===== src/sv/pssl_pkg.sv =====
`default_nettype none
package pssl_pkg;

   // pool size and derived widths
   localparam int SLOT_COUNT = 64;
   localparam int IDX_W      = $clog2(SLOT_COUNT);
   localparam int CNT_W      = $clog2(SLOT_COUNT + 1);

   // field widths fixed by the interface
   localparam int OP_W   = 2;
   localparam int SLOT_W = 6;
   localparam int HALF_W = 16;
   localparam int KEY_W  = 2 * HALF_W;
   localparam int STAT_W = 3;

   // links carry one extra bit so that null sits outside the slot range
   localparam int LINK_W = SLOT_W + 1;
   localparam logic [LINK_W-1:0] NIL = LINK_W'(64);

   typedef enum logic [OP_W-1:0] {
      OP_ALLOC   = 2'd0,
      OP_RELEASE = 2'd1,
      OP_REKEY   = 2'd2,
      OP_WALK    = 2'd3
   } opcode_type;

   typedef enum logic [STAT_W-1:0] {
      STAT_OK         = 3'd0,
      STAT_FULL       = 3'd1,
      STAT_IGNORED    = 3'd2,
      STAT_EMPTY      = 3'd3,
      STAT_BAD_HANDLE = 3'd4
   } status_type;

   typedef struct packed {
      logic [OP_W-1:0]   opcode;
      logic [SLOT_W-1:0] slot_handle;
      logic [HALF_W-1:0] major_key;
      logic [HALF_W-1:0] minor_key;
   } req_type;

   typedef struct packed {
      logic [STAT_W-1:0] status;
      logic [SLOT_W-1:0] result_slot;
      logic              last_of_run;
   } rsp_type;

   typedef enum logic [3:0] {
      ST_IDLE,
      ST_DECODE,
      ST_ALLOC,
      ST_UNLINK,
      ST_INS_START,
      ST_INS_STEP,
      ST_INS_FIX,
      ST_INS_TAIL,
      ST_RESP,
      ST_WALK
   } state_type;

   typedef enum logic [3:0] {
      CMD_IDLE,
      CMD_LATCH,
      CMD_DECODE,
      CMD_ALLOC,
      CMD_UNLINK,
      CMD_INS_START,
      CMD_INS_STEP,
      CMD_INS_FIX,
      CMD_INS_TAIL,
      CMD_RESP,
      CMD_WALK
   } cmd_code_type;

   typedef struct packed {
      cmd_code_type code;
   } cmd_type;

   typedef struct packed {
      opcode_type op;
      logic       early_done;
      logic       list_empty;
      logic       key_less;
      logic       at_tail;
      logic       walk_last;
      logic       out_free;
   } dp_status_type;

endpackage
`default_nettype wire


===== src/sv/pssl_ram.sv =====
`default_nettype none
module pssl_ram #(
   parameter int WIDTH = 8,
   parameter int DEPTH = 64
) (
   input  wire logic                     clock,
   input  wire logic                     wr_en,
   input  wire logic [$clog2(DEPTH)-1:0] wr_addr,
   input  wire logic [WIDTH-1:0]         wr_data,
   input  wire logic [$clog2(DEPTH)-1:0] rd_addr,
   output logic      [WIDTH-1:0]         rd_data
);

   logic [WIDTH-1:0] mem_ff [DEPTH];
   logic [WIDTH-1:0] rd_data_ff;

   // one write port, one registered read port
   always_ff @(posedge clock) begin
      if (wr_en) begin
         mem_ff[wr_addr] <= wr_data;
      end
      rd_data_ff <= mem_ff[rd_addr];
   end

   assign rd_data = rd_data_ff;

endmodule
`default_nettype wire


===== src/sv/pssl_ctrl.sv =====
`default_nettype none
module pssl_ctrl (
   input  wire logic                   clock,
   input  wire logic                   reset,
   input  wire logic                   req_valid,
   output logic                        req_ready,
   input  wire pssl_pkg::dp_status_type sts,
   output pssl_pkg::cmd_type           cmd
);

   pssl_pkg::state_type state_ff, state_in;

   // state register
   always_ff @(posedge clock) begin
      if (reset) begin
         state_ff <= pssl_pkg::ST_IDLE;
      end else begin
         state_ff <= state_in;
      end
   end

   // next state
   always_comb begin
      state_in = state_ff;
      case (state_ff)
         pssl_pkg::ST_IDLE: begin
            if (req_valid) state_in = pssl_pkg::ST_DECODE;
         end
         pssl_pkg::ST_DECODE: begin
            if (sts.early_done) begin
               state_in = pssl_pkg::ST_RESP;
            end else begin
               case (sts.op)
                  pssl_pkg::OP_ALLOC:   state_in = pssl_pkg::ST_ALLOC;
                  pssl_pkg::OP_RELEASE: state_in = pssl_pkg::ST_UNLINK;
                  pssl_pkg::OP_REKEY:   state_in = pssl_pkg::ST_UNLINK;
                  pssl_pkg::OP_WALK:    state_in = pssl_pkg::ST_WALK;
                  default:              state_in = pssl_pkg::ST_RESP;
               endcase
            end
         end
         pssl_pkg::ST_ALLOC: state_in = pssl_pkg::ST_INS_START;
         pssl_pkg::ST_UNLINK: begin
            if (sts.op == pssl_pkg::OP_REKEY) state_in = pssl_pkg::ST_INS_START;
            else state_in = pssl_pkg::ST_RESP;
         end
         pssl_pkg::ST_INS_START: begin
            if (sts.list_empty) state_in = pssl_pkg::ST_RESP;
            else state_in = pssl_pkg::ST_INS_STEP;
         end
         pssl_pkg::ST_INS_STEP: begin
            if (sts.key_less) state_in = pssl_pkg::ST_INS_FIX;
            else if (sts.at_tail) state_in = pssl_pkg::ST_INS_TAIL;
         end
         pssl_pkg::ST_INS_FIX:  state_in = pssl_pkg::ST_RESP;
         pssl_pkg::ST_INS_TAIL: state_in = pssl_pkg::ST_RESP;
         pssl_pkg::ST_RESP: begin
            if (sts.out_free) state_in = pssl_pkg::ST_IDLE;
         end
         pssl_pkg::ST_WALK: begin
            if (sts.out_free && sts.walk_last) state_in = pssl_pkg::ST_IDLE;
         end
         default: state_in = pssl_pkg::ST_IDLE;
      endcase
   end

   // commands to the datapath
   always_comb begin
      req_ready = 1'b0;
      cmd.code  = pssl_pkg::CMD_IDLE;
      case (state_ff)
         pssl_pkg::ST_IDLE: begin
            req_ready = 1'b1;
            if (req_valid) cmd.code = pssl_pkg::CMD_LATCH;
         end
         pssl_pkg::ST_DECODE:    cmd.code = pssl_pkg::CMD_DECODE;
         pssl_pkg::ST_ALLOC:     cmd.code = pssl_pkg::CMD_ALLOC;
         pssl_pkg::ST_UNLINK:    cmd.code = pssl_pkg::CMD_UNLINK;
         pssl_pkg::ST_INS_START: cmd.code = pssl_pkg::CMD_INS_START;
         pssl_pkg::ST_INS_STEP:  cmd.code = pssl_pkg::CMD_INS_STEP;
         pssl_pkg::ST_INS_FIX:   cmd.code = pssl_pkg::CMD_INS_FIX;
         pssl_pkg::ST_INS_TAIL:  cmd.code = pssl_pkg::CMD_INS_TAIL;
         pssl_pkg::ST_RESP:      cmd.code = pssl_pkg::CMD_RESP;
         pssl_pkg::ST_WALK:      cmd.code = pssl_pkg::CMD_WALK;
         default:                cmd.code = pssl_pkg::CMD_IDLE;
      endcase
   end

   // a single result waits until the output register frees up
   assert property (@(posedge clock) disable iff (reset)
      (state_ff == pssl_pkg::ST_RESP && !sts.out_free) |=> state_ff == pssl_pkg::ST_RESP)
      else $error("result dropped while output busy");

   // walk ends right after its final result is loaded
   assert property (@(posedge clock) disable iff (reset)
      (state_ff == pssl_pkg::ST_WALK && sts.out_free && sts.walk_last)
      |=> state_ff == pssl_pkg::ST_IDLE)
      else $error("walk did not finish on last slot");

   // a new transaction always starts with decode
   assert property (@(posedge clock) disable iff (reset)
      (req_valid && req_ready) |=> state_ff == pssl_pkg::ST_DECODE)
      else $error("accepted transaction not decoded");

endmodule
`default_nettype wire


===== src/sv/pssl_dp.sv =====
`default_nettype none
module pssl_dp (
   input  wire logic                    clock,
   input  wire logic                    reset,
   input  wire pssl_pkg::cmd_type       cmd,
   output pssl_pkg::dp_status_type      sts,
   input  wire pssl_pkg::req_type       req_data,
   output logic                         rsp_valid,
   input  wire logic                    rsp_ready,
   output pssl_pkg::rsp_type            rsp_data
);

   localparam int IW = pssl_pkg::IDX_W;
   localparam int LW = pssl_pkg::LINK_W;
   localparam int CW = pssl_pkg::CNT_W;
   localparam int SW = pssl_pkg::SLOT_W;
   localparam int KW = pssl_pkg::KEY_W;
   localparam int HW = pssl_pkg::HALF_W;

   // transaction registers
   pssl_pkg::opcode_type op_ff, op_in;
   logic [SW-1:0] h_ff, h_in;
   logic [KW-1:0] key_ff, key_in;
   logic [LW-1:0] s_ff, s_in;
   logic [LW-1:0] cur_ff, cur_in;
   logic [LW-1:0] sm_ff, sm_in;
   logic [pssl_pkg::STAT_W-1:0] res_status_ff, res_status_in;
   logic [SW-1:0] res_slot_ff, res_slot_in;

   // list control state
   logic [CW-1:0] count_ff, count_in;
   logic [LW-1:0] smallest_ff, smallest_in;
   logic [pssl_pkg::SLOT_COUNT-1:0] in_use_ff, in_use_in;
   logic [pssl_pkg::SLOT_COUNT-1:0] fs_valid_ff, fs_valid_in;

   // output register
   logic rsp_valid_ff, rsp_valid_in;
   pssl_pkg::rsp_type rsp_ff, rsp_in;

   // memory ports
   logic [IW-1:0] rd_addr;
   logic [KW-1:0] keys_rdata;
   logic [LW-1:0] lgr_rdata, sml_rdata;
   logic [SW-1:0] fstk_rdata;
   logic keys_we, lgr_we, sml_we, fstk_we;
   logic [IW-1:0] keys_waddr, lgr_waddr, sml_waddr, fstk_waddr;
   logic [KW-1:0] keys_wdata;
   logic [LW-1:0] lgr_wdata, sml_wdata;
   logic [SW-1:0] fstk_wdata;

   // decode helpers
   logic          full;
   logic          h_ok;
   logic          list_empty;
   logic          out_free;
   logic [pssl_pkg::STAT_W-1:0] dec_status;
   logic          dec_err;
   logic [SW-1:0] popped;
   logic [CW-1:0] count_dec;

   assign full       = (count_ff == CW'(pssl_pkg::SLOT_COUNT));
   assign h_ok       = ({1'b0, h_ff} < (SW + 1)'(pssl_pkg::SLOT_COUNT)) && in_use_ff[h_ff[IW-1:0]];
   assign list_empty = (smallest_ff == pssl_pkg::NIL);
   assign out_free   = !rsp_valid_ff || rsp_ready;
   assign popped     = fs_valid_ff[count_ff[IW-1:0]] ? fstk_rdata : SW'(count_ff);
   assign count_dec  = count_ff - CW'(1);

   // error checks ahead of any list work
   always_comb begin
      dec_status = pssl_pkg::STAT_OK;
      case (op_ff)
         pssl_pkg::OP_ALLOC: begin
            if (full) dec_status = pssl_pkg::STAT_FULL;
         end
         pssl_pkg::OP_RELEASE: begin
            if (count_ff == '0) dec_status = pssl_pkg::STAT_IGNORED;
            else if (!h_ok) dec_status = pssl_pkg::STAT_BAD_HANDLE;
         end
         pssl_pkg::OP_REKEY: begin
            if (!h_ok) dec_status = pssl_pkg::STAT_BAD_HANDLE;
         end
         pssl_pkg::OP_WALK: begin
            if (list_empty) dec_status = pssl_pkg::STAT_EMPTY;
         end
         default: dec_status = pssl_pkg::STAT_OK;
      endcase
   end
   assign dec_err = (dec_status != pssl_pkg::STAT_OK);

   // status to the controller
   always_comb begin
      sts.op         = op_ff;
      sts.early_done = dec_err;
      sts.list_empty = list_empty;
      sts.key_less   = (key_ff < keys_rdata);
      sts.at_tail    = (lgr_rdata == pssl_pkg::NIL);
      sts.walk_last  = (lgr_rdata == pssl_pkg::NIL);
      sts.out_free   = out_free;
   end

   // shared read address for key and link memories
   always_comb begin
      case (cmd.code)
         pssl_pkg::CMD_DECODE: begin
            if (op_ff == pssl_pkg::OP_WALK) rd_addr = smallest_ff[IW-1:0];
            else rd_addr = h_ff[IW-1:0];
         end
         pssl_pkg::CMD_INS_START: rd_addr = smallest_ff[IW-1:0];
         pssl_pkg::CMD_INS_STEP:  rd_addr = lgr_rdata[IW-1:0];
         pssl_pkg::CMD_WALK:      rd_addr = out_free ? lgr_rdata[IW-1:0] : cur_ff[IW-1:0];
         default:                 rd_addr = cur_ff[IW-1:0];
      endcase
   end

   // datapath actions per command
   always_comb begin
      op_in         = op_ff;
      h_in          = h_ff;
      key_in        = key_ff;
      s_in          = s_ff;
      cur_in        = cur_ff;
      sm_in         = sm_ff;
      res_status_in = res_status_ff;
      res_slot_in   = res_slot_ff;
      count_in      = count_ff;
      smallest_in   = smallest_ff;
      in_use_in     = in_use_ff;
      fs_valid_in   = fs_valid_ff;
      rsp_valid_in  = rsp_valid_ff && !rsp_ready;
      rsp_in        = rsp_ff;
      keys_we       = 1'b0;
      keys_waddr    = s_ff[IW-1:0];
      keys_wdata    = key_ff;
      lgr_we        = 1'b0;
      lgr_waddr     = s_ff[IW-1:0];
      lgr_wdata     = pssl_pkg::NIL;
      sml_we        = 1'b0;
      sml_waddr     = s_ff[IW-1:0];
      sml_wdata     = pssl_pkg::NIL;
      fstk_we       = 1'b0;
      fstk_waddr    = count_dec[IW-1:0];
      fstk_wdata    = s_ff[SW-1:0];
      case (cmd.code)
         pssl_pkg::CMD_LATCH: begin
            op_in  = pssl_pkg::opcode_type'(req_data.opcode);
            h_in   = req_data.slot_handle;
            key_in = {req_data.major_key, req_data.minor_key};
         end
         pssl_pkg::CMD_DECODE: begin
            res_status_in = dec_status;
            res_slot_in   = '0;
            s_in          = {1'b0, h_ff};
            cur_in        = smallest_ff;
         end
         pssl_pkg::CMD_ALLOC: begin
            s_in                 = {1'b0, popped};
            res_slot_in          = popped;
            count_in             = count_ff + CW'(1);
            in_use_in[popped[IW-1:0]] = 1'b1;
            keys_we              = 1'b1;
            keys_waddr           = popped[IW-1:0];
            keys_wdata           = key_ff;
         end
         pssl_pkg::CMD_UNLINK: begin
            // bridge the neighbors around the slot
            if (sml_rdata != pssl_pkg::NIL) begin
               lgr_we    = 1'b1;
               lgr_waddr = sml_rdata[IW-1:0];
               lgr_wdata = lgr_rdata;
            end else begin
               smallest_in = lgr_rdata;
            end
            if (lgr_rdata != pssl_pkg::NIL) begin
               sml_we    = 1'b1;
               sml_waddr = lgr_rdata[IW-1:0];
               sml_wdata = sml_rdata;
            end
            if (op_ff == pssl_pkg::OP_REKEY) begin
               key_in     = {keys_rdata[KW-1:HW], key_ff[HW-1:0]};
               keys_we    = 1'b1;
               keys_wdata = {keys_rdata[KW-1:HW], key_ff[HW-1:0]};
            end else begin
               in_use_in[s_ff[IW-1:0]]       = 1'b0;
               count_in                      = count_dec;
               fstk_we                       = 1'b1;
               fs_valid_in[count_dec[IW-1:0]] = 1'b1;
            end
         end
         pssl_pkg::CMD_INS_START: begin
            cur_in = smallest_ff;
            if (list_empty) begin
               smallest_in = s_ff;
               lgr_we      = 1'b1;
               sml_we      = 1'b1;
            end
         end
         pssl_pkg::CMD_INS_STEP: begin
            if (key_ff < keys_rdata) begin
               // goes in front of the current entry
               sm_in     = sml_rdata;
               lgr_we    = 1'b1;
               lgr_wdata = cur_ff;
               sml_we    = 1'b1;
               sml_waddr = cur_ff[IW-1:0];
               sml_wdata = s_ff;
            end else if (lgr_rdata == pssl_pkg::NIL) begin
               // append at the tail
               lgr_we    = 1'b1;
               lgr_waddr = cur_ff[IW-1:0];
               lgr_wdata = s_ff;
               sml_we    = 1'b1;
               sml_wdata = cur_ff;
            end else begin
               cur_in = lgr_rdata;
            end
         end
         pssl_pkg::CMD_INS_FIX: begin
            sml_we    = 1'b1;
            sml_wdata = sm_ff;
            if (sm_ff != pssl_pkg::NIL) begin
               lgr_we    = 1'b1;
               lgr_waddr = sm_ff[IW-1:0];
               lgr_wdata = s_ff;
            end else begin
               smallest_in = s_ff;
            end
         end
         pssl_pkg::CMD_INS_TAIL: begin
            lgr_we = 1'b1;
         end
         pssl_pkg::CMD_RESP: begin
            if (out_free) begin
               rsp_valid_in       = 1'b1;
               rsp_in.status      = res_status_ff;
               rsp_in.result_slot = res_slot_ff;
               rsp_in.last_of_run = 1'b1;
            end
         end
         pssl_pkg::CMD_WALK: begin
            if (out_free) begin
               rsp_valid_in       = 1'b1;
               rsp_in.status      = pssl_pkg::STAT_OK;
               rsp_in.result_slot = cur_ff[SW-1:0];
               rsp_in.last_of_run = (lgr_rdata == pssl_pkg::NIL);
               cur_in             = lgr_rdata;
            end
         end
         default: begin
            op_in = op_ff;
         end
      endcase
   end

   // control registers
   always_ff @(posedge clock) begin
      if (reset) begin
         count_ff     <= '0;
         smallest_ff  <= pssl_pkg::NIL;
         in_use_ff    <= '0;
         fs_valid_ff  <= '0;
         rsp_valid_ff <= 1'b0;
      end else begin
         count_ff     <= count_in;
         smallest_ff  <= smallest_in;
         in_use_ff    <= in_use_in;
         fs_valid_ff  <= fs_valid_in;
         rsp_valid_ff <= rsp_valid_in;
      end
   end

   // payload registers
   always_ff @(posedge clock) begin
      op_ff         <= op_in;
      h_ff          <= h_in;
      key_ff        <= key_in;
      s_ff          <= s_in;
      cur_ff        <= cur_in;
      sm_ff         <= sm_in;
      res_status_ff <= res_status_in;
      res_slot_ff   <= res_slot_in;
      rsp_ff        <= rsp_in;
   end

   assign rsp_valid = rsp_valid_ff;
   assign rsp_data  = rsp_ff;

   // sort keys
   pssl_ram #(.WIDTH(KW), .DEPTH(pssl_pkg::SLOT_COUNT)) u_keys (
      .clock   (clock),
      .wr_en   (keys_we),
      .wr_addr (keys_waddr),
      .wr_data (keys_wdata),
      .rd_addr (rd_addr),
      .rd_data (keys_rdata)
   );

   // links toward larger keys
   pssl_ram #(.WIDTH(LW), .DEPTH(pssl_pkg::SLOT_COUNT)) u_lgr (
      .clock   (clock),
      .wr_en   (lgr_we),
      .wr_addr (lgr_waddr),
      .wr_data (lgr_wdata),
      .rd_addr (rd_addr),
      .rd_data (lgr_rdata)
   );

   // links toward smaller keys
   pssl_ram #(.WIDTH(LW), .DEPTH(pssl_pkg::SLOT_COUNT)) u_sml (
      .clock   (clock),
      .wr_en   (sml_we),
      .wr_addr (sml_waddr),
      .wr_data (sml_wdata),
      .rd_addr (rd_addr),
      .rd_data (sml_rdata)
   );

   // free stack, entries never pushed read as their own index
   pssl_ram #(.WIDTH(SW), .DEPTH(pssl_pkg::SLOT_COUNT)) u_fstk (
      .clock   (clock),
      .wr_en   (fstk_we),
      .wr_addr (fstk_waddr),
      .wr_data (fstk_wdata),
      .rd_addr (count_ff[IW-1:0]),
      .rd_data (fstk_rdata)
   );

   // slot count never exceeds the pool
   assert property (@(posedge clock) disable iff (reset)
      count_ff <= CW'(pssl_pkg::SLOT_COUNT))
      else $error("slot count overflow");

   // between transactions the list head agrees with the count
   assert property (@(posedge clock) disable iff (reset)
      (cmd.code == pssl_pkg::CMD_LATCH) |-> (list_empty == (count_ff == '0)))
      else $error("list head and count disagree");

   // the number of slots marked in use tracks the count
   assert property (@(posedge clock) disable iff (reset)
      (cmd.code == pssl_pkg::CMD_LATCH) |-> ($countones(in_use_ff) == int'(count_ff)))
      else $error("in-use flags and count disagree");

endmodule
`default_nettype wire


===== src/sv/priority_sorted_slot_list_top.sv =====
`default_nettype none
// Sorted slot list: a pool of slots kept in ascending key order.
// Request channel req_valid/req_ready/req_data carries one command:
// alloc, release, rekey (new minor half) or walk.
// Response channel rsp_valid/rsp_ready/rsp_data returns status, slot and a
// last_of_run flag; alloc, release and rekey give one response, walk gives
// one per slot in use in ascending key order (or one "list empty").
// One transaction is worked on at a time. After decode an error goes
// straight to its response and release unlinks its slot; alloc pops a
// free slot and rekey unlinks its slot, then both insert it, into an
// empty list directly, else stepping up from the smallest entry until a
// larger key or the tail is reached. The insertion and the walk follow
// one link per cycle through the registered read port of the link
// memory, the walk only while the output register is free.
// A new request is taken once the previous one has loaded its last
// response, even while that response still waits in the output register.
// When the receiver stalls, the output register holds and the walk pauses.
// Reset empties the list and refills the free stack at once; no clearing
// pass is needed.
module priority_sorted_slot_list_top (
   input  wire logic              clock,
   input  wire logic              reset,
   input  wire logic              req_valid,
   output logic                   req_ready,
   input  wire pssl_pkg::req_type req_data,
   output logic                   rsp_valid,
   input  wire logic              rsp_ready,
   output pssl_pkg::rsp_type      rsp_data
);

   pssl_pkg::cmd_type       cmd;
   pssl_pkg::dp_status_type sts;

   // sequencing
   pssl_ctrl u_ctrl (
      .clock     (clock),
      .reset     (reset),
      .req_valid (req_valid),
      .req_ready (req_ready),
      .sts       (sts),
      .cmd       (cmd)
   );

   // list storage and output register
   pssl_dp u_dp (
      .clock     (clock),
      .reset     (reset),
      .cmd       (cmd),
      .sts       (sts),
      .req_data  (req_data),
      .rsp_valid (rsp_valid),
      .rsp_ready (rsp_ready),
      .rsp_data  (rsp_data)
   );

endmodule
`default_nettype wire


===== config.mk =====
export PLATFORM = sky130hd
export DESIGN_NAME = priority_sorted_slot_list_top
export DESIGN_NICKNAME = d
export VERILOG_FILES = /design/src/sv/pssl_pkg.sv /design/src/sv/pssl_ram.sv /design/src/sv/pssl_ctrl.sv /design/src/sv/pssl_dp.sv /design/src/sv/priority_sorted_slot_list_top.sv
export SDC_FILE = /design/constraint.sdc
export NUM_CORES = 2
export LEC_CHECK = 0
export BUFFER_PORTS_ARGS = -buffer_cell sky130_fd_sc_hd__clkbuf_2
export CAP_MARGIN = 20
export CORE_AREA = 2 2 550 661
export DETAILED_ROUTE_END_ITERATION = 12
export DIE_AREA = 0 0 552 663
export PLACE_DENSITY = 0.54
export SLEW_MARGIN = 25
export SYNTH_ARGS = -nofsm -noshare
export SYNTH_HDL_FRONTEND = slang
export SYNTH_SLANG_ARGS = --single-unit

===== constraint.sdc =====
create_clock -name clock -period 7.3 [get_ports clock]
set_input_delay 1.46 -clock clock [delete_from_list [all_inputs] [get_ports clock]]
set_output_delay 1.46 -clock clock [all_outputs]
set_load 0.05 [all_outputs]

* Yosys cells after proc, flatten, opt, wreduce, memory -nomap -nowiden
Memories as Yosys holds them, arrays and structs flattened. A register that Yosys moved wholly into a read port is not among the register bits.
Index checks and enable logic that the tools add are counted.
** Word-level totals
- Bits in registers :: 227
- RAM bits :: 3328
- Output and inout port bits :: 12
- Word-level logic and storage cells :: 198
- Memories kept :: 4
** Cells by class
- Add/subtract/negate cells :: 2
- Magnitude comparators :: 9
- Equal/unequal tests :: 40
- Mux-type cells :: 92
- Bitwise logic cells :: 5
- Reduce and logical (&&, ||, !) cells :: 29
** Memories
- u_dp.u_keys.mem_ff :: depth 64, width 32, read ports 1, clocked after Yosys merged registers in 1, wr ports 1, RTL line pssl_ram.sv:14 : logic [WIDTH-1:0] mem_ff [DEPTH];
- u_dp.u_lgr.mem_ff :: depth 64, width 7, read ports 1, clocked after Yosys merged registers in 1, wr ports 1, RTL line pssl_ram.sv:14
- u_dp.u_sml.mem_ff :: depth 64, width 7, read ports 1, clocked after Yosys merged registers in 1, wr ports 1, RTL line pssl_ram.sv:14
- u_dp.u_fstk.mem_ff :: depth 64, width 6, read ports 1, clocked after Yosys merged registers in 1, wr ports 1, RTL line pssl_ram.sv:14
** Operators by type and width (number)
- 64-bit bitwise OR :: 2
- 64-bit case mux with 2 select lines :: 1
- 7-bit two-way mux :: 14
- 7-bit case mux with 3 select lines :: 4
- 64-bit bitwise AND :: 1
- 32-bit two-way mux :: 2
- 64-bit two-way mux :: 1
- 64-bit inverter :: 1
- 32-bit case mux with 2 select lines :: 1
- 6-bit two-way mux :: 10
- 4-bit case mux with 10 select lines :: 1
- 4-bit case mux with 9 select lines :: 1
- 6-bit by 7-bit less-than comparator with 1-bit output (second input constant) :: 5
- 4-bit by 3-bit equality test with 1-bit output (second input constant) :: 8
- 32-bit less-than comparator :: 1
- 4-bit two-way mux :: 8
- 7-bit case mux with 2 select lines :: 2
- 1-bit two-way mux :: 27
- 6-bit case mux with 2 select lines :: 2
- 6-bit case mux with 4 select lines :: 1
- 7-bit equality test (second input constant) :: 3
- 7-bit != test (second input constant) :: 3
- 4-bit equality test (second input constant) :: 5
- 10-bit two-way mux :: 2
- other kinds (34) :: 71

* Longest topological paths before layout
- Depth after elaboration :: 9
- Depth in mapped cells :: 15
- Depth with buffers taken out :: 11

* Hierarchy
From an unflattened synthesis, not the netlist that was laid out.
** Second synthesis, totals
- Cell total of the unflattened synthesis :: 7103
- Area, all modules :: 141675.9 µm²
** Modules (own cells, without submodules)
- pssl_ram at u_dp.u_keys :: times used 1, cells an instance 3324, area an instance 78515.3 µm²
- pssl_ram at u_dp.u_lgr ... :: times used 2, cells an instance 827, area an instance 17635.7 µm²
- pssl_ram at u_dp.u_fstk :: times used 1, cells an instance 720, area an instance 15225.9 µm²
- pssl_dp :: times used 1, cells an instance 1353, area an instance 12273.0 µm²
- pssl_ctrl :: times used 1, cells an instance 52, area an instance 390.4 µm²

* Least setup slack after synthesis
Ideal clock, no wire load.
- Path type :: reg-to-reg
- From :: reg u_ctrl.state_ff[1]
- To :: mem u_dp.u_keys.mem_ff[0][16] (netlist name) (data pin)
- Setup time :: 0.702 ns
- Data arrival time :: 4.931 ns
- Data required time :: 6.598 ns
- Setup slack :: 1.667 ns
- Cell stages (with the launch flop) :: 12
- Path buffers :: 7
- Cell sequence :: dfxtp_1 -> clkbuf_1 -> nor2b_1 -> clkbuf_1 -> and2_1 -> clkbuf_1 -> clkbuf_1 -> buf_1 -> nand2_1 -> clkbuf_1 -> clkbuf_1 -> o21ai_0
** On the way
- Cells in the longest elaborated chain, start to end :: 4
- Elaborated cells on any way between the ends :: 13
- Classes of those cells :: eq/ne: 10; mux: 2; reduce/logical: 1
** RTL lines
- start: declaration :: RTL line pssl_ctrl.sv:11 : pssl_pkg::state_type state_ff, state_in;
- start signal: assignment :: RTL line pssl_ctrl.sv:16 : state_ff <= pssl_pkg::ST_IDLE;
- start signal: assignment :: RTL line pssl_ctrl.sv:18 : state_ff <= state_in;
- 4-bit equality test (tied with other cells) :: RTL line pssl_ctrl.sv:71 : case (state_ff)
- 4-bit case mux with 10 select lines (*) :: RTL line pssl_ctrl.sv:71
- 4-bit by 3-bit equality test with 1-bit output (*) :: RTL line pssl_dp.sv:143 : case (cmd.code)
- 32-bit two-way mux (*) :: RTL line pssl_dp.sv:143
- named net u_dp.keys_wdata[16] :: RTL line pssl_dp.sv:47 : logic [KW-1:0] keys_wdata;
- end: declaration :: RTL line pssl_ram.sv:14
The timed path passes the listed nets; every way through them passes the cells marked *.

* Worst setup path after layout
- From :: reg u_dp.count_ff[1]
- To :: mem u_dp.u_keys.mem_ff[5][2] (netlist name) (enable)
** On the way
- Cells in the longest elaborated chain, start to end :: 4
** RTL lines
- start: declaration :: RTL line pssl_dp.sv:31 : logic [CW-1:0] count_ff, count_in;
- start signal: assignment :: RTL line pssl_dp.sv:263 : count_ff <= count_in;
- 1-bit binary-select mux with 6-bit select :: RTL line pssl_dp.sv:65 : assign popped = fs_valid_ff[count_ff[IW-1:0]] ? fstk_rdata : SW'(count_ff);
- 1-bit two-way mux (not written as such) :: RTL line pssl_dp.sv:65
- 6-bit two-way mux (*) :: RTL line pssl_dp.sv:65
- 6-bit two-way mux (*) :: RTL line pssl_dp.sv:143
Mark *: on every way between the ends. The rest lies on a longest branch, timed or not. The select of a mux whose other input is x is not followed.

==> flow_summary.json <==
{
  "pin_count": 56,
  "drt_iter0_markers": 12722,
  "leakage_nw": 53.1,
  "grt_pass1_wl_um": 728000,
  "cp.required_ps": 7890,
  "antenna_found_initial": 26,
  "dr.pass1.iters": 9,
  "power.internal_mw": 42.6,
  "cts_resized": 0,
  "clockBufferDepth": 4,
  "fmax_mhz": 160,
  "cts-hold-fix-buffers": 0,
  "cts_tree": "yes",
  "ys.flop_type": "edfxtp_1",
  "dieArea_um2": 366000,
  "yosys_register_bits": 3606,
  "instances_no_fill": 15760,
  "grt_pass1_vias": 98263,
  "yosysSeqAreaShare_pct": 70.7,
  "layout_common_cells": "3407 x edfxtp_1, 1243 x nand3_1, 861 x nand2_1",
  "p_sw_mw": 28.0,
  "skew_ps": 71.3,
  "final_max_slew_viol_count": 0,
  "postRouteAntennaNets": 0,
  "cts.sinks": 3606,
  "worstMarginPinSlew_ps": 1120,
  "tritoncts.num_buffers": 366,
  "rows": 242,
  "swShare_pct": 39.7,
  "grt_usage_pct": 27.3,
  "p_seq_share_pct": 34.3,
  "rr_endpoint": "u_dp.u_keys.mem_ff[5][2]$_DFFE_PP_",
  "slew_headroom_pct": 25.4,
  "ir_worst_vdd_v": 0.000569,
  "final_common_cell": "edfxtp_1",
  "async_flop_share_pct": 0,
  "worstHoldEndpoint": "u_dp.fs_valid_ff[9]$_SDFFE_PP0P_",
  "dp_hpwl_um": 304000,
  "nFillCells": 31087,
  "drc_errors": 0,
  "syn_area_per_cell_um2": 14.1,
  "dp.cells": 15085,
  "finalSetupViolCount": 0,
  "critPathMaxFanout": 46,
  "worstSetupStartpointType": "flop",
  "via_per_inst": 6.40,
  "hp-start": "u_dp.fs_valid_ff[9]$_SDFFE_PP0P_",
  "cts_root_buffer": "clkbuf_16",
  "synth_top_area_share_pct": 68.1,
  "gp_congestion": 0.919,
  "tns_ps": 0,
  "synth_area_um2": 150000,
  "comb_power_share_pct": 39.1,
  "layout-drive-gt1-share_pct": 16.5,
  "fin_crit_ps": 6260,
  "post-cts-setup-buffers": 0,
  "grt_overflow": 0,
  "area_growth_pct": 13.7,
  "core-area_um2": 360000,
  "multiInputGateArea_um2": 41700,
  "cts_max_level": 5,
  "crit_arrival_ps": 6850,
  "portBuffers": 55,
  "wl_per_cell_um": 32.8,
  "rr_worst_depth": 11,
  "ff2ff_setup_slack_ps": 1040,
  "endpoint_kind": "flop",
  "crit_type": "flop to flop",
  "powerDensity_nw_per_um2": 413,
  "vias": 100907,
  "rsz0062_at_grt": "no",
  "nets": 10773,
  "dieHeight_um": 663,
  "holdWs_ps": 470,
  "yosysUniqueCellTypes": 79,
  "postSynthCellCount": 10670,
  "synth_area_leaders": "edfxtp_1 68%, nand3_1 4.2%, dfxtp_1 2.7%",
  "hold_violations": 0,
  "reg2reg_from": "u_dp.count_ff[1]$_SDFFE_PP0P_",
  "clkTransAtPathRegs_ps": 60,
  "grt_start_max_net_pins": 158,
  "yosys.area.top_type": "edfxtp_1",
  "hold_class": "flop to flop",
  "maxCapViolations": 0,
  "power.share.clock_pct": 26.7,
  "start_util_pct": 41.7,
  "hold_depth": 2,
  "synth_edf_count": 3407,
  "synth_nets": 10748,
  "clock_latency_ps": 970,
  "period_share_pct": 85.7,
  "wl_um": 517000,
  "die_x_um": 552,
  "outcome": "complete, no violations",
  "seq_area_um2": 106000,
  "yosys_warnings": 0
}
## worst max-delay path, stage by stage, from the launching register on
cell and delay [ps]:
dfxtp_4 880, buf_4 410, mux4_2 540, mux4_2 490, nor2b_1 370, nor3_1 150
a21oi_4 160, mux2i_1 740, nand3b_1 580, a21boi_2 460, nor2_4 620, buf_4 420
## flip-flops by register name, indices dropped and copies added, names as in the netlist, 10 cells and up
name                 count
u_dp.u_keys.rd_data     32
u_dp.u_lgr.mem_ff      448
u_dp.rsp_data           10
u_dp.u_keys.mem_ff    2048
u_dp.key_ff             32
u_dp.u_sml.mem_ff      448
u_dp.in_use_ff          64
u_dp.u_fstk.mem_ff     384
u_dp.fs_valid_ff        64
## per-layer routing
metal | part of all wire (%) | GRT usage (%) | vias up
met5 | 0.0093 | 0 | -
met4 | 6.2 | 15.0 | 8
met3 | 8.3 | 4.39 | 1079
met2 | 48 | 44.4 | 5284
met1 | 38 | 35.0 | 52002
li1 | - | - | 42534
## how the worst max path moves through the flow
stage | from | to | slack, ps | cells after the start
finish | u_dp.count_ff[1]$_SDFFE_PP0P_ | u_dp.u_keys.mem_ff[5][2]$_DFFE_PP_ | 1040 | 11
global route | u_dp.count_ff[1]$_SDFFE_PP0P_ | u_dp.u_keys.mem_ff[49][28]$_DFFE_PP_ | 740 | 11
CTS | u_dp.count_ff[1]$_SDFFE_PP0P_ | u_dp.u_keys.mem_ff[49][14]$_DFFE_PP_ | 1070 | 11
detailed placement | u_dp.count_ff[1]$_SDFFE_PP0P_ | u_dp.u_keys.mem_ff[49][14]$_DFFE_PP_ | 1100 | 11
global placement | u_dp.count_ff[1]$_SDFFE_PP0P_ | u_dp.u_keys.mem_ff[49][2]$_DFFE_PP_ | 1110 | 11
floorplan | u_ctrl.state_ff[1]$_SDFFE_PP0P_ | u_dp.u_keys.mem_ff[0][16]$_DFFE_PP_ | 1670 | 11
## logic make-up after synthesis
group | share of synthesized area, %
muxes | 6.48
xor gates and xnor gates | 0.0699
AOI/OAI and AO/OA | 11.0
buffers and inverters | 2.41
DFF | 70.7
and+or+nand+nor | 9.07
adders and majority gates | 0.283
## per-stage QoR
stage,cell area [µm²],setup WS [ps],util (%),total power [mW]
detailed placement,159000,1100,44.1,51.8
CTS,171000,1070,47.4,70.5
finish,171000,1040,47.4,70.6
floorplan,150000,1670,-,39.8
global placement,158000,1110,43.9,51.4
global route,171000,745,47.4,72.7
## layout make-up
| type | instances | share of cell area, % |
|---|---|---|
| antenna | 5 | 0.00732 |
| clock buffer | 458 | 5.74 |
| clock inverter | 212 | 1.22 |
| inverter | 56 | 0.123 |
| multi-input combinational | 6135 | 24.4 |
| sequential | 3606 | 62.2 |
| tap | 4758 | 3.48 |
| timing repair buffer | 530 | 2.87 |
## power groups by stage
| stage | logic [mW] | registers, mW | clock network [mW] |
|---|---|---|---|
| finish | 27.6 | 24.2 | 18.8 |
| global route | 28.8 | 24.2 | 19.8 |
| CTS | 27.3 | 24.2 | 19.0 |
| detailed placement | 27.2 | 24.6 | 0 |
| global placement | 26.8 | 24.6 | 0 |
| floorplan | 15.0 | 24.7 | 0 |
## synth_stat cells, types with 37 or more instances
cell,instances
nor3_1,111
mux2i_1,337
nand3_1,1250
o41ai_1,41
dfxtp_1,199
nor2_1,407
mux4_2,162
a31oi_1,595
and3_1,71
and2_1,37
mux2_2,242
nor2b_1,46
inv_1,55
clkbuf_1,681
buf_2,96
a31o_2,131
o22ai_1,250
nand2_1,873
nand4_1,53
edfxtp_1,3407
a22oi_1,284
o31ai_1,43
o211ai_1,42
buf_1,94
o21ai_0,210
a21oi_1,323
a221oi_1,271
(Power assumes the default switching activity.)
